**config.mk**
```make
export PLATFORM = sky130hd
export DESIGN_NAME = source_comment_whitespace_stripper
export DESIGN_NICKNAME = d
export VERILOG_FILES = /design/src/rtl/scws_pkg.sv /design/src/rtl/scws_front.sv /design/src/rtl/scws_queue.sv /design/src/rtl/scws_back.sv /design/src/rtl/source_comment_whitespace_stripper.sv
export SDC_FILE = /design/constraint.sdc
export NUM_CORES = 1
export LEC_CHECK = 0
export ABC_CLOCK_PERIOD_IN_PS = 6990
export BUFFER_PORTS_ARGS = -buffer_cell sky130_fd_sc_hd__buf_2
export CAP_MARGIN = 5
export CORE_MARGIN = 4
export CORE_UTILIZATION = 45
export DETAILED_ROUTE_END_ITERATION = 16
export PLACE_DENSITY = 0.58
export SLEW_MARGIN = 20
export SYNTH_ARGS = -nofsm -noshare
export SYNTH_HDL_FRONTEND = slang
export SYNTH_SLANG_ARGS = --single-unit
```
**constraint.sdc**
```tcl
create_clock -name clk -period 6.99 [get_ports clk]
set_clock_uncertainty 0.1 [all_clocks]
set_input_delay 0 -clock clk [delete_from_list [all_inputs] [get_ports clk]]
set_output_delay 0 -clock clk [all_outputs]
set_load 0.02 [all_outputs]
```
**src/rtl/scws_pkg.sv**
```systemverilog
// ----------------------------------------------------------------------------
// scws_pkg
// Types and character constants shared by the comment/whitespace stripper.
// ----------------------------------------------------------------------------
package scws_pkg;

	localparam logic [7:0] CH_LF     = 8'h0A;
	localparam logic [7:0] CH_STAR   = 8'h2A;
	localparam logic [7:0] CH_SLASH  = 8'h2F;
	localparam logic [7:0] CH_DQUOTE = 8'h22;
	localparam logic [7:0] CH_SQUOTE = 8'h27;
	localparam logic [7:0] CH_BTICK  = 8'h60;
	localparam logic [7:0] CH_BSLASH = 8'h5C;
	localparam logic [7:0] CH_SPACE  = 8'h20;
	localparam logic [7:0] CH_TAB    = 8'h09;
	localparam logic [7:0] CH_CR     = 8'h0D;

	localparam int QDEPTH = 4;
	localparam int QPTR_W = 2;

	typedef struct packed {
		logic [7:0] in_char;
		logic       final_char;
	} in_beat_t;

	typedef struct packed {
		logic [7:0] out_char;
		logic       char_valid;
		logic       text_done;
		logic       run_end;
	} out_beat_t;

	// one accepted byte's worth of results: up to two bytes, or a bare end marker
	typedef struct packed {
		logic [7:0] b0;
		logic [7:0] b1;
		logic [1:0] cnt;
		logic       last;
	} entry_t;

	typedef struct packed {
		logic push;
		logic full;
	} q_wr_ctl_t;

	typedef struct packed {
		logic pop;
		logic empty;
	} q_rd_ctl_t;

	function automatic logic is_ws(logic [7:0] c);
		return (c == CH_SPACE) || ((c >= CH_TAB) && (c <= CH_CR));
	endfunction

endpackage

```
**src/rtl/scws_front.sv**
```systemverilog
// ----------------------------------------------------------------------------
// scws_front
// Lexer front end: tracks code/string/comment state per byte and builds
// the queue entry holding the bytes that survive.
// ----------------------------------------------------------------------------
module scws_front (
	input  logic                 clk,
	input  logic                 arst_n,
	input  logic                 src_valid,
	output logic                 src_ready,
	input  scws_pkg::in_beat_t   src_data,
	output scws_pkg::entry_t     ent,
	output logic                 push,
	input  logic                 full
);

	typedef enum logic [1:0] {
		MODE_CODE,
		MODE_STR,
		MODE_LINE,
		MODE_BLOCK
	} mode_t;

	typedef struct packed {
		mode_t      mode;
		logic [7:0] quote;
		logic       esc;
		logic       slash;
		logic       star;
		logic       sp;
		logic       blank;
		logic       none;
	} lex_t;

	typedef struct packed {
		lex_t             lx;
		scws_pkg::entry_t ent;
	} work_t;

	localparam lex_t LEX_RST = '{mode: MODE_CODE, quote: 8'h00, esc: 1'b0, slash: 1'b0,
		star: 1'b0, sp: 1'b0, blank: 1'b0, none: 1'b1};

	lex_t  lex_q;
	work_t w;
	logic  accept;

	// append a byte, with the folded space-after-space removal
	function automatic work_t f_emit(work_t wi, logic [7:0] b);
		work_t wo;
		logic  drop;
		wo = wi;
		drop = (b == scws_pkg::CH_SPACE) && wi.lx.sp && !wi.lx.none;
		wo.lx.sp    = (b == scws_pkg::CH_SPACE);
		wo.lx.blank = scws_pkg::is_ws(b);
		wo.lx.none  = 1'b0;
		if (!drop) begin
			if (wi.ent.cnt == 2'd0) begin
				wo.ent.b0 = b;
			end else begin
				wo.ent.b1 = b;
			end
			wo.ent.cnt = wi.ent.cnt + 2'd1;
		end
		return wo;
	endfunction

	function automatic work_t f_handle(work_t wi, logic [7:0] c, logic last);
		work_t wo;
		logic  code;
		wo = wi;
		code = (wi.lx.mode == MODE_CODE);
		if (wi.lx.esc) begin
			wo = f_emit(wo, c);
			wo.lx.esc = 1'b0;
		end else if (c == scws_pkg::CH_BSLASH) begin
			wo = f_emit(wo, c);
			wo.lx.esc = 1'b1;
		end else if (code && c == scws_pkg::CH_SLASH && !last) begin
			wo.lx.slash = 1'b1;
		end else if (code && (c == scws_pkg::CH_DQUOTE || c == scws_pkg::CH_SQUOTE ||
				c == scws_pkg::CH_BTICK)) begin
			wo.lx.mode  = MODE_STR;
			wo.lx.quote = c;
			wo = f_emit(wo, c);
		end else if (wi.lx.mode == MODE_STR && c == wi.lx.quote) begin
			wo.lx.mode = MODE_CODE;
			wo = f_emit(wo, c);
		end else if (code && scws_pkg::is_ws(c)) begin
			if (!wi.lx.none && !wi.lx.blank) begin
				wo = f_emit(wo, scws_pkg::CH_SPACE);
			end
		end else begin
			wo = f_emit(wo, c);
		end
		return wo;
	endfunction

	always_comb begin
		w.lx      = lex_q;
		w.ent     = '0;
		w.ent.last = src_data.final_char;
		if (lex_q.slash) begin
			w.lx.slash = 1'b0;
			if (src_data.in_char == scws_pkg::CH_SLASH) begin
				w.lx.mode = MODE_LINE;
			end else if (src_data.in_char == scws_pkg::CH_STAR) begin
				w.lx.mode = MODE_BLOCK;
				w.lx.star = 1'b0;
			end else begin
				w = f_emit(w, scws_pkg::CH_SLASH);
				w = f_handle(w, src_data.in_char, src_data.final_char);
			end
		end else if (lex_q.mode == MODE_LINE) begin
			if (src_data.in_char == scws_pkg::CH_LF) begin
				w.lx.mode = MODE_CODE;
				w = f_handle(w, src_data.in_char, src_data.final_char);
			end
		end else if (lex_q.mode == MODE_BLOCK) begin
			if (lex_q.star && src_data.in_char == scws_pkg::CH_SLASH) begin
				w.lx.mode = MODE_CODE;
				w.lx.star = 1'b0;
			end else begin
				w.lx.star = (src_data.in_char == scws_pkg::CH_STAR);
			end
		end else begin
			w = f_handle(w, src_data.in_char, src_data.final_char);
		end
	end

	assign src_ready = !full;
	assign accept    = src_valid && src_ready;
	assign ent       = w.ent;
	// a non-final byte that yields nothing leaves no entry
	assign push      = accept && (w.ent.cnt != 2'd0 || src_data.final_char);

	always_ff @(posedge clk or negedge arst_n) begin
		if (!arst_n) begin
			lex_q <= LEX_RST;
		end else if (accept) begin
			lex_q <= src_data.final_char ? LEX_RST : w.lx;
		end
	end

endmodule

```
**src/rtl/scws_queue.sv**
```systemverilog
// ----------------------------------------------------------------------------
// scws_queue
// Short entry queue between the lexer and the beat sequencer.
// ----------------------------------------------------------------------------
module scws_queue (
	input  logic                 clk,
	input  logic                 arst_n,
	input  scws_pkg::entry_t     wr_ent,
	input  logic                 push,
	output scws_pkg::q_wr_ctl_t  wr_ctl,
	output scws_pkg::entry_t     rd_ent,
	input  logic                 pop,
	output scws_pkg::q_rd_ctl_t  rd_ctl
);

	scws_pkg::entry_t             mem_q [scws_pkg::QDEPTH];
	logic [scws_pkg::QPTR_W-1:0]  wr_ptr_q;
	logic [scws_pkg::QPTR_W-1:0]  rd_ptr_q;
	logic [scws_pkg::QPTR_W:0]    count_q;
	logic                         do_push;
	logic                         do_pop;

	assign wr_ctl.full  = (count_q == (scws_pkg::QPTR_W + 1)'(scws_pkg::QDEPTH));
	assign wr_ctl.push  = do_push;
	assign rd_ctl.empty = (count_q == '0);
	assign rd_ctl.pop   = do_pop;
	assign do_push      = push && !wr_ctl.full;
	assign do_pop       = pop && !rd_ctl.empty;
	assign rd_ent       = mem_q[rd_ptr_q];

	always_ff @(posedge clk) begin
		if (do_push) begin
			mem_q[wr_ptr_q] <= wr_ent;
		end
	end

	always_ff @(posedge clk or negedge arst_n) begin
		if (!arst_n) begin
			wr_ptr_q <= '0;
			rd_ptr_q <= '0;
			count_q  <= '0;
		end else begin
			if (do_push) begin
				wr_ptr_q <= wr_ptr_q + 1'b1;
			end
			if (do_pop) begin
				rd_ptr_q <= rd_ptr_q + 1'b1;
			end
			if (do_push && !do_pop) begin
				count_q <= count_q + 1'b1;
			end else if (do_pop && !do_push) begin
				count_q <= count_q - 1'b1;
			end
		end
	end

endmodule

```
**src/rtl/scws_back.sv**
```systemverilog
// ----------------------------------------------------------------------------
// scws_back
// Beat sequencer: splits each queue entry into one or two output beats
// and holds them in the output register.
// ----------------------------------------------------------------------------
module scws_back (
	input  logic                 clk,
	input  logic                 arst_n,
	input  scws_pkg::entry_t     rd_ent,
	input  scws_pkg::q_rd_ctl_t  rd_ctl,
	output logic                 pop,
	output logic                 dst_valid,
	input  logic                 dst_ready,
	output scws_pkg::out_beat_t  dst_data
);

	logic                 idx_q;
	logic                 dst_valid_q;
	scws_pkg::out_beat_t  dst_data_q;
	scws_pkg::out_beat_t  beat;
	logic                 load;
	logic                 last_beat;

	always_comb begin
		last_beat       = (rd_ent.cnt != 2'd2) || idx_q;
		beat.out_char   = (rd_ent.cnt == 2'd0) ? 8'h00 : (idx_q ? rd_ent.b1 : rd_ent.b0);
		beat.char_valid = (rd_ent.cnt != 2'd0);
		beat.run_end    = last_beat;
		beat.text_done  = last_beat && rd_ent.last;
	end

	assign load      = !dst_valid_q || dst_ready;
	assign pop       = load && !rd_ctl.empty && last_beat;
	assign dst_valid = dst_valid_q;
	assign dst_data  = dst_data_q;

	always_ff @(posedge clk) begin
		if (load && !rd_ctl.empty) begin
			dst_data_q <= beat;
		end
	end

	always_ff @(posedge clk or negedge arst_n) begin
		if (!arst_n) begin
			idx_q       <= 1'b0;
			dst_valid_q <= 1'b0;
		end else if (load) begin
			dst_valid_q <= !rd_ctl.empty;
			if (!rd_ctl.empty) begin
				idx_q <= !last_beat;
			end
		end
	end

endmodule

```
**src/rtl/source_comment_whitespace_stripper.sv**
```systemverilog
// ----------------------------------------------------------------------------
// source_comment_whitespace_stripper
// Removes comments and redundant whitespace from a byte stream of script text.
//
//  channel | valid     | ready     | payload   | beat
//  --------+-----------+-----------+-----------+-----------------------------
//  source  | src_valid | src_ready | src_data  | one text byte + final flag
//  result  | dst_valid | dst_ready | dst_data  | one kept byte or end marker
//
// Takes one byte per cycle while the 4-entry queue has room; each byte
// becomes 0, 1 or 2 result beats, sent one per cycle from the output
// register, so bytes that yield two beats bound the sustained rate. Bytes
// pass the queue and the output register in turn. Reset (arst_n) empties
// the queue and returns the lexer to code mode. Either side may stall freely.
// ----------------------------------------------------------------------------
module source_comment_whitespace_stripper (
	input  logic                 clk,
	input  logic                 arst_n,
	input  logic                 src_valid,
	output logic                 src_ready,
	input  scws_pkg::in_beat_t   src_data,
	output logic                 dst_valid,
	input  logic                 dst_ready,
	output scws_pkg::out_beat_t  dst_data
);

	scws_pkg::entry_t     wr_ent;
	scws_pkg::entry_t     rd_ent;
	scws_pkg::q_wr_ctl_t  wr_ctl;
	scws_pkg::q_rd_ctl_t  rd_ctl;
	logic                 push;
	logic                 pop;

	scws_front u_front (
		.clk       (clk),
		.arst_n    (arst_n),
		.src_valid (src_valid),
		.src_ready (src_ready),
		.src_data  (src_data),
		.ent       (wr_ent),
		.push      (push),
		.full      (wr_ctl.full)
	);

	scws_queue u_queue (
		.clk    (clk),
		.arst_n (arst_n),
		.wr_ent (wr_ent),
		.push   (push),
		.wr_ctl (wr_ctl),
		.rd_ent (rd_ent),
		.pop    (pop),
		.rd_ctl (rd_ctl)
	);

	scws_back u_back (
		.clk       (clk),
		.arst_n    (arst_n),
		.rd_ent    (rd_ent),
		.rd_ctl    (rd_ctl),
		.pop       (pop),
		.dst_valid (dst_valid),
		.dst_ready (dst_ready),
		.dst_data  (dst_data)
	);

endmodule

```
Word-level counts from Yosys, hierarchy flattened --
Memories as Yosys holds them, arrays and structs flattened. Cells that the tools add are included.
Cells by class: $add $sub $neg 5, order comparisons 2, equality and inequality tests 39, muxes and demuxes 55, bitwise operators 1, reduce and logical (&&, ||, !) cells 52
Operator list (number):
- $mux 35 | 14
- $mux 22 | 7
- $mux 18 | 4
- $mux 23 | 3
- $eq 8x6->1 const B | 5
- $mux 8 | 5
- $mux 11 | 3
- $mux 33 | 1
- $mux 16 | 2
- $logic_and 1x1->1 | 21
- $mux 10 | 2
- $ne 5x5->1 const B | 4
- $eq 8x7->1 const B | 2
- $ne 3x3->1 const B | 5
- $reduce_and 13->1 | 1
- $ne 4x3->1 const B | 3
- $reduce_and 11->1 | 1
- $ne 5x3->1 const B | 2
- $reduce_and 5->1 | 2
- $logic_not 1->1 | 9
- $ne 9x2->1 const B | 1
- $reduce_and 9->1 | 1
- $eq 8x4->1 const B | 1
- $eq 8x8->1 | 1
- other kinds (27) | 54
Word-level totals: bits in registers 36, RAM bits 76, input port bits 13, memories kept 1
Memory list:
- u_queue.mem_q | words 4, width 19, rd ports 1, clocked after Yosys merged registers in 0, wr ports 1, RTL line scws_queue.sv:16 | scws_pkg::entry_t mem_q [scws_pkg::QDEPTH];

Depth between registers and ports, before layout --
Gate-level depths: netlist of run 1.
word-level depth 23, depth in mapped cells 13, gate-level depth less buffers 12

Cells and area by module --
Synthesis of run 1 repeated with hierarchy kept, for this count alone.
Second synthesis, totals: cells, all modules 389, area, all modules 5509.0 sq um
By module, submodules not included:
- scws_queue | instances 1, cells each 138, area an instance 3196.8 sq um, sequential area each 2457.4 sq um
- scws_front | instances 1, cells each 210, area an instance 1734.2 sq um, sequential area each 401.6 sq um
- scws_back | instances 1, cells each 41, area an instance 578.1 sq um, sequential area each 380.4 sq um

Worst setup path after synthesis of run 1 --
OpenSTA, ideal clock, no wires.
kind reg-to-reg, from reg u_front.lex_q[5] (netlist name), to mem u_queue.mem_q[0][0] (netlist name) (enable), setup time 425 ps, data arrival time 2953 ps, required time 6465 ps, slack 3512 ps, stages on the path, launching flop included 7, path buffers 1, path through dfrtp_1 > buf_1 > a31o_2 > nor3b_1 > nor3b_2 > o31ai_4 > a211oi_1
On the way: cells in the longest elaborated chain, start to end 10, elaborated cells on any way between the ends 15
RTL lines:
- start, declared | RTL line scws_front.sv:43 | lex_t lex_q;
- start signal, assigned | RTL line scws_front.sv:140 | lex_q <= src_data.final_char ? LEX_RST : w.lx;
- $mux 35 | RTL line scws_front.sv:72 | if (wi.lx.esc) begin
- $mux 22 (tied with other cells) | RTL line scws_front.sv:118 | end else if (lex_q.mode == MODE_BLOCK) begin
- $mux 35 or $mux 33 (tied branches) | RTL line scws_front.sv:113, scws_front.sv:104
- $mux 35 * | RTL line scws_front.sv:102 | if (lex_q.slash) begin
- $reduce_bool 2->1 * | RTL line scws_front.sv:134 | assign push = accept && (w.ent.cnt != 2'd0 || src_data.final_char);
- $logic_or 1x1->1 * | RTL line scws_front.sv:134
- $logic_and 1x1->1 * | RTL line scws_front.sv:134
- $logic_and 1x1->1 * | RTL line scws_queue.sv:27 | assign do_push = push && !wr_ctl.full;
- $mux 1 * | RTL line scws_queue.sv:32 | if (do_push) begin
- $mux 1 (implied by the code) * | RTL line scws_queue.sv:33 | mem_q[wr_ptr_q] <= wr_ent;
- end, declared | RTL line scws_queue.sv:16
Mark *: on every way between the ends. The rest lies on a longest branch, timed or not. The select of a mux whose other input is x is not followed.

Worst setup path after layout of run 1 --
from in src_data[3] (netlist name), to reg u_queue.count_q[1] (netlist name)
On the way: cells in the longest elaborated chain, start to end 20, elaborated cells on any way between the ends 55
RTL lines:
- start, declared | RTL line source_comment_whitespace_stripper.sv:21 | input scws_pkg::in_beat_t src_data,
- $ge 8x4->1 (tied with other cells) | RTL line scws_pkg.sv:52 | return (c == CH_SPACE) || ((c >= CH_TAB) && (c <= CH_CR));
- $logic_and 1x1->1, on equally long branches | RTL line scws_pkg.sv:52, scws_front.sv:52
- $logic_or 1x1->1 or $logic_and 1x1->1 (tied branches) | RTL line scws_pkg.sv:52, scws_front.sv:52
- $logic_and 1x1->1 or $mux 18 (tied branches) | RTL line scws_front.sv:88, scws_front.sv:56
- $mux 22 | RTL line scws_front.sv:88 | end else if (code && scws_pkg::is_ws(c)) begin
- $mux 35 | RTL line scws_front.sv:85 | end else if (wi.lx.mode == MODE_STR && c == wi.lx.quote) begin
- $mux 35 | RTL line scws_front.sv:80 | end else if (code && (c == scws_pkg::CH_DQUOTE || c == scws_pkg::CH_SQUOTE ||
- $mux 23 | RTL line scws_front.sv:78 | end else if (code && c == scws_pkg::CH_SLASH && !last) begin
- [5 not listed]
- $reduce_bool 2->1 * | RTL line scws_front.sv:134
- $logic_or 1x1->1 * | RTL line scws_front.sv:134
- $logic_and 1x1->1 * | RTL line scws_front.sv:134
- $logic_and 1x1->1 * | RTL line scws_queue.sv:27
- via u_queue.do_push | RTL line scws_queue.sv:20 | logic do_push;
- $logic_not 1->1 | RTL line scws_queue.sv:51 | end else if (do_pop && !do_push) begin
- $logic_and 1x1->1 | RTL line scws_queue.sv:51
- $reduce_bool 2->1 (no line)
- end signal, assigned | RTL line scws_queue.sv:50 | count_q <= count_q + 1'b1;
- end signal, assigned | RTL line scws_queue.sv:52 | count_q <= count_q - 1'b1;
- end, declared | RTL line scws_queue.sv:19 | logic [scws_pkg::QPTR_W:0] count_q;
The timed path passes the listed nets; every way through them passes the cells marked *. The select of a mux whose other input is x is not followed. A chain may end at the register's enable or synchronous reset.

==> results of run 1 <==
repair_timing:
item,in CTS,in global routing
hold buffers,5,0
resized for setup,0,0
setup buffers,0,0
endpoints found under the hold margin,30,0
metal layers:
metal / vias to the layer above / wire, um / GRT usage [%]
met5: - / 0 / 0
met3: 19 / 359 / 4.68
met2: 69 / 5230 / 27.2
met1: 1575 / 4780 / 22.2
met4: 0 / 191 / 6.12
li1: 1511 / - / -
cell type report:
type | instances | share of cell area [%]
inverters | 21 | 1.33
well taps | 143 | 3.01
flip-flops and latches | 112 | 54.6
multi-input cells | 230 | 32.9
clock buffers | 12 | 3.98
repair buffers | 36 | 3.71
clock inverters | 4 | 0.506
final timing paths:
path	slack, ns	end	cells past startpoint
max	3.59	u_queue.count_q[1]	12
min	0.06	u_queue.mem_q[0][14]	2
max reg2reg	3.60	u_queue.count_q[2]	11
min reg2reg	0.40	u_queue.count_q[2]	1
max in group asynchronous	6.29	u_front.lex_q[9]	2
min in group asynchronous	0.09	u_queue.count_q[1]	2
cell families after synthesis:
family,count (synthesis),share of synthesized area (%)
AND/OR/NAND/NOR,113,12.2
XOR/XNOR,14,2.28
AO/OA/AOI/OAI,58,8.11
flip-flops,112,60.3
buffers and inverters,44,3.64
multiplexers,39,11.9
adder cells (fa/ha/maj),6,1.54
flip-flops by register name, indices dropped and copies added, names as in the netlist:
signal            count
u_queue.wr_ptr_q      2
u_front.lex_q        16
u_queue.mem_q        76
u_back.idx_q          1
u_back.dst_data      11
u_back.dst_valid      1
u_queue.rd_ptr_q      2
u_queue.count_q       3
power groups by stage:
stage	clock network, W	logic, W	registers, W
2_1_floorplan	0	0.000400	0.000979
3_3_place_gp	0	0.000553	0.000976
3_5_place_dp	0	0.000558	0.000978
4_1_cts	0.000485	0.000562	0.000965
5_1_grt	0.000511	0.000615	0.000981
6_report	0.000468	0.000547	0.000961
worst reg2reg max path, cell delays in order (launching register included):
cell and delay, ns:
dfrtp_1 0.50, buf_4 0.38, mux4_2 0.57, nor3b_1 0.43
nor2b_1 0.16, inv_1 0.09, ha_1 0.17, inv_1 0.07
fa_1 0.43, xor2_1 0.15, nor2_1 0.12, xor2_1 0.16
cell usage in the layout (no fill, tap or decap), types with 3 or more instances in the layout:
cell type	instances
clkbuf_16	9
buf_4	6
mux4_2	19
a211oi_1	3
edfxtp_1	87
xor2_1	3
nand3_1	11
a211oi_2	4
inv_1	19
mux2i_1	11
dfrtp_1	24
xnor2_1	11
ha_1	5
mux2_2	9
dlygate4sd3_1	5
a21oi_1	10
and3_1	3
nand2_1	15
and2_1	12
a311o_1	3
nor2b_1	8
nand4_1	4
o21ai_0	10
buf_2	25
or3_1	6
clkbuf_1	3
a21o_1	3
nor3_1	6
nor2_1	27
metrics by stage:
step	total power, W	instance area [um^2]	hold slack [ns]
2_1_floorplan	0.00138	5370	-0.396
3_3_place_gp	0.00153	5620	-0.0532
3_5_place_dp	0.00154	5620	-0.0504
4_1_cts	0.00201	5940	0.0366
5_1_grt	0.00211	5940	0.0524
6_report	0.00198	5940	0.0639
==> out/metrics.csv, run 1 <==
metric,value,unit
multi_input_area,1950,um^2
crit_slowest_cell,dlygate4sd3_1,
setup_violations,0,
gp_congestion,0.871,
relSlewSlack,41.7,%
coreArea,11600,um^2
placed_cells,537,
nFillCells,996,
worstReg2RegStart,u_queue.rd_ptr_q[0],
grt_max_degree,26,
p_comb_share,27.7,%
cp.buffers_inverters,3,
die-area,13700,um^2
p_seq_share,48.6,%
syn2layout_area_growth,10.6,%
outcome,"complete, no violations",
cp_max_fo,12,
critPathKind,in2reg,
nets,429,
clockBufferDepth,2,
cp_top_family,simple AND/OR/NAND/NOR gates,
viasPerCell,5.69,
p_int,0.00138,W
slowest_delay,0.52,ns
initial_utilization,46.4,%
min_from,src_data[4],
routed_wirelength,10600,um
setup.worst_path.end_class,flop,
syn_nets,405,
ir_drop,0.000144,V
grt_pass1_vias,3239,
synthArstFlopShare,22.3,%
routedWlPerCell,18.9,um
chipWidth,117,um
hpwlAfterDp,7140,um
period_needed,3.40,ns
cp_data_required_time,7.13,ns
start_kind,primary input,
final_core_util,51.3,%
grt_overflow,0,
drt_iter0_drc,193,
die_h,117,um
synth_edf_count,87,
clock-sinks,112,
setup_tns,0,ns
cts_root_buf,clkbuf_16,
path_cells,dlygate4sd3_1 > buf_2 > nor4b_2 > nand2_1 > or3b_1 > a32o_2 > o31ai_4 > a21oi_1 > ha_1 > inv_1 > fa_1 > mux2_2,
ys_seq_area_share,60.3,%
rows,39,
clkTransAtPathRegs,0.07,ns
avgSynthCellArea,13.9,um^2
diodes,0,
setup_slack,3.59,ns
grt_first_pass_wirelength,17200,um
worst_slew_pin_slew,0.874,ns
yosysTopAreaCellShare,48.7,%
drc,0,
yosys_warnings,0,
grt_use_total,16.9,%
cts_buffers,9,
synthTopCellsByCount,"87 x edfxtp_1, 27 x nor2_1, 24 x dfrtp_1",
first_pass_iters,4,
antenna_found_initial,0,
cts_tree,yes,
fin_cells,558,
synth_area_leader_cell,edfxtp_1,
startpoint,src_data[3],
finalCritPeriodShare,48.6,%
drive_gt1_share,22.4,%
io_pins,26,
timing.fmax,294,MHz
switching_share,30.3,%
power_density,333,nW/um^2
synth_seq_cells,112,
maxCapViolCount,0,
seqCellArea,3240,um^2
vias,3174,
htree_levels,3,
p_clk_share,23.7,%
synth_cell_type_count,69,
post-place-ws,3.51,ns
leakagePower,2.11,nW
p_sw,0.000598,W
post-synth-top-count-cell,edfxtp_1,
hp-class,in2reg,
final_hold_viol_count,0,
cp.arrival,3.54,ns
synth_area_leaders,"edfxtp_1 49%, dfrtp_1 11%, mux4_2 8.0%",
slew_violations,0,
synth_ff_type,edfxtp_1,
io_buffers,25,
synth_cells,386,
syn_area,5370,um^2
insertion_delay,0.35,ns
rsz0062_at_grt,false,
antenna_left,0,
Power figures use the tool's default switching activity.
==> run 2: changes to the inputs <==
- ABC_CLOCK_PERIOD_IN_PS: 6990 -> 3200
- clock period: 6.99 -> 3.2 ns (I/O delays scaled with it)
==> out/metrics.csv, run 2 (synthesized netlist as in run 1, its figures left out) <==
metric,value,unit,change
outcome,"complete, no violations",,unchanged
ir_drop,0.000334,V,was 0.000144 V
die_h,117,um,unchanged
start_kind,primary input,,unchanged
diodes,0,,unchanged
grt_overflow,0,,unchanged
vias,3258,,was 3174
cp_data_required_time,3.34,ns,was 7.13 ns
worstReg2RegStart,u_front.lex_q[15],,was u_queue.rd_ptr_q[0]
period_needed,3.12,ns,
setup.worst_path.end_class,flop,,unchanged
cp_max_fo,10,,was 12
p_sw,0.00135,W,was 0.000598 W
drt_iter0_drc,149,,was 193
met1_usage,24.1,%,was 22.2%
insertion_delay,0.35,ns,about the same
critPathKind,in2reg,,unchanged
routed_wirelength,11100,um,was 10600 um
layout_commonest_cell,edfxtp_1,,unchanged
rows,39,,unchanged
die-area,13700,um^2,unchanged
p_int,0.00313,W,was 0.00138 W
cp-endpoint,u_queue.count_q[1],,unchanged
slew_violations,0,,unchanged
seqCellArea,3240,um^2,unchanged
first_pass_iters,5,,was 4
hp-class,in2reg,,unchanged
timing.fmax,321,MHz,
io_pins,26,,unchanged
chipWidth,117,um,unchanged
cts_root_buf,clkbuf_16,,unchanged
final_hold_viol_count,0,,unchanged
cts_tree,yes,,unchanged
final_cell_mix,"87 x edfxtp_1, 27 x nor2_1, 25 x buf_2, 24 x buf_4, 24 x dfrtp_1",,"was 87 x edfxtp_1, 27 x nor2_1, 25 x buf_2, 24 x dfrtp_1"
holdPathStages,2,,unchanged
maxCapViolCount,0,,unchanged
ff2ff_path_depth,10,,was 11
cp_top_family,compound AO/OA/AOI/OAI gates,,was simple AND/OR/NAND/NOR gates
drive_gt1_share,26.6,%,was 22.4%
largest_register,u_queue.mem_q,,unchanged
cp.buffers_inverters,3,,unchanged
r2r-end,u_queue.count_q[1],,was u_queue.count_q[2]
clkTransAtPathRegs,0.07,ns,about the same
antenna_left,0,,unchanged
finalCritPeriodShare,97.4,%,
cp.depth,12,,unchanged
final_core_util,53.0,%,was 51.3%
setup_violations,0,,unchanged
r2r_setup_slack,0.24,ns,was 3.60 ns
nets,447,,was 429
slowest_delay,0.53,ns,was 0.52 ns
p_comb_share,29.4,%,was 27.7%
htree_levels,3,,unchanged
path_cells,dlygate4sd3_1 > buf_2 > and4b_1 > nand3_2 > a311o_1 > a32o_2 > o31ai_4 > a21oi_1 > ha_1 > inv_1 > fa_1 > mux2_2,,was dlygate4sd3_1 > buf_2 > nor4b_2 > nand2_1 > or3b_1 > a32o_2 > o31ai_4 > a21oi_1 > ha_1 > inv_1 > fa_1 > mux2_2
relSlewSlack,58.8,%,was 41.7%
io_buffers,25,,unchanged
leakagePower,2.22,nW,was 2.11 nW
initial_utilization,46.4,%,unchanged
nFillCells,997,,was 996
viasPerCell,5.66,,was 5.69
clockBufferDepth,2,,unchanged
use_met3,2.67,%,was 4.68%
gr-max-usage-layer,met2,,unchanged
power_density,731,nW/um^2,was 333 nW/um^2
grt_pass1_vias,3329,,was 3239
grt_first_pass_wirelength,18400,um,was 17200 um
syn2layout_area_growth,14.1,%,was 10.6%
cp.arrival,3.25,ns,was 3.54 ns
p_clk_share,25.0,%,was 23.7%
cts_buffers,9,,unchanged
clock-sinks,112,,unchanged
coreArea,11600,um^2,unchanged
routedWlPerCell,19.3,um,was 18.9 um
worst_hold_slack,0.0363,ns,was 0.0639 ns
switching_share,30.2,%,was 30.3%
crit_slowest_cell,dlygate4sd3_1,,unchanged
grt_max_degree,26,,unchanged
drc,0,,unchanged
met2_usage,29.1,%,was 27.2%
hpwlAfterDp,7810,um,was 7140 um
antenna_found_initial,0,,unchanged
largest_register_ffs,76,,unchanged
gp_congestion,0.998,,was 0.871
multi_input_area,1980,um^2,was 1950 um^2
worst_slew_pin_slew,0.617,ns,was 0.874 ns
p_seq_share,45.6,%,was 48.6%
startpoint,src_data[0],,was src_data[3]
grt_use_total,18.0,%,was 16.9%
==> run 2: layer usage <==
metal  vias up  wire (um)
met5         -          0
met4         0        224
met3        19        273
met2        46       5430
met1      1643       5190
li1       1550          -
==> run 2: layout make-up <==
| type | instances | area share (%) |
|---|---|---|
| clock inverters | 6 | 1.10 |
| well taps | 143 | 2.92 |
| repair buffers | 54 | 5.80 |
| multi-input cells | 230 | 32.3 |
| flip-flops and latches | 112 | 52.9 |
| inverters | 21 | 1.29 |
| clock buffers | 10 | 3.74 |
==> run 2: timing repair <==
| action | CTS | global route |
|---|---|---|
| endpoints found under the hold margin | 33 | 0 |
| hold buffers | 5 | 0 |
| resized for setup | 0 | 4 |
| endpoints found under the setup margin | 0 | 2 |
| buffers inserted | 0 | 1 |
==> run 2: worst reg2reg max path: stages, from the launching register on <==
cell and delay (ns):
dfrtp_1 0.47, or3_1 0.42, nor3_2 0.22, nor3b_2 0.09, nor3b_4 0.18, o31ai_4 0.29
a21oi_1 0.14, ha_1 0.22, inv_1 0.08, fa_1 0.38, mux2_2 0.26
==> run 2: power groups by stage <==
stage | combinational, W | sequential (W) | clock (W)
after floorplan | 0.000873 | 0.00214 | 0
after global placement | 0.00132 | 0.00207 | 0
after detailed placement | 0.00134 | 0.00208 | 0
after CTS | 0.00134 | 0.00205 | 0.00115
after global routing | 0.00147 | 0.00208 | 0.00121
final | 0.00132 | 0.00204 | 0.00112
==> run 2: worst min path at each step <==
stage,startpoint,endpoint,slack (ns)
after CTS,src_data[4],u_queue.mem_q[2][14],0.02
after detailed placement,arst_n,u_queue.wr_ptr_q[0],-0.04
final,src_data[4],u_queue.mem_q[0][14],0.04
after global routing,src_data[4],u_queue.mem_q[2][14],0.06
after global placement,arst_n,u_queue.wr_ptr_q[1],-0.05
after floorplan,arst_n,u_back.dst_valid,-0.40
==> run 2: through the flow <==
stage / instance area (um^2) / power, W / worst slack (ns) / instances / setup TNS (ns)
after floorplan: 5370 / 0.00301 / -0.278 / 386 / -21.12
after global placement: 5750 / 0.00339 / 0.187 / 554 / 0
after detailed placement: 5750 / 0.00342 / 0.120 / 554 / 0
after CTS: 6100 / 0.00454 / 0.0836 / 575 / 0
after global routing: 6130 / 0.00477 / -0.00568 / 576 / -0.00568
final: 6130 / 0.00448 / 0.0822 / 576 / 0
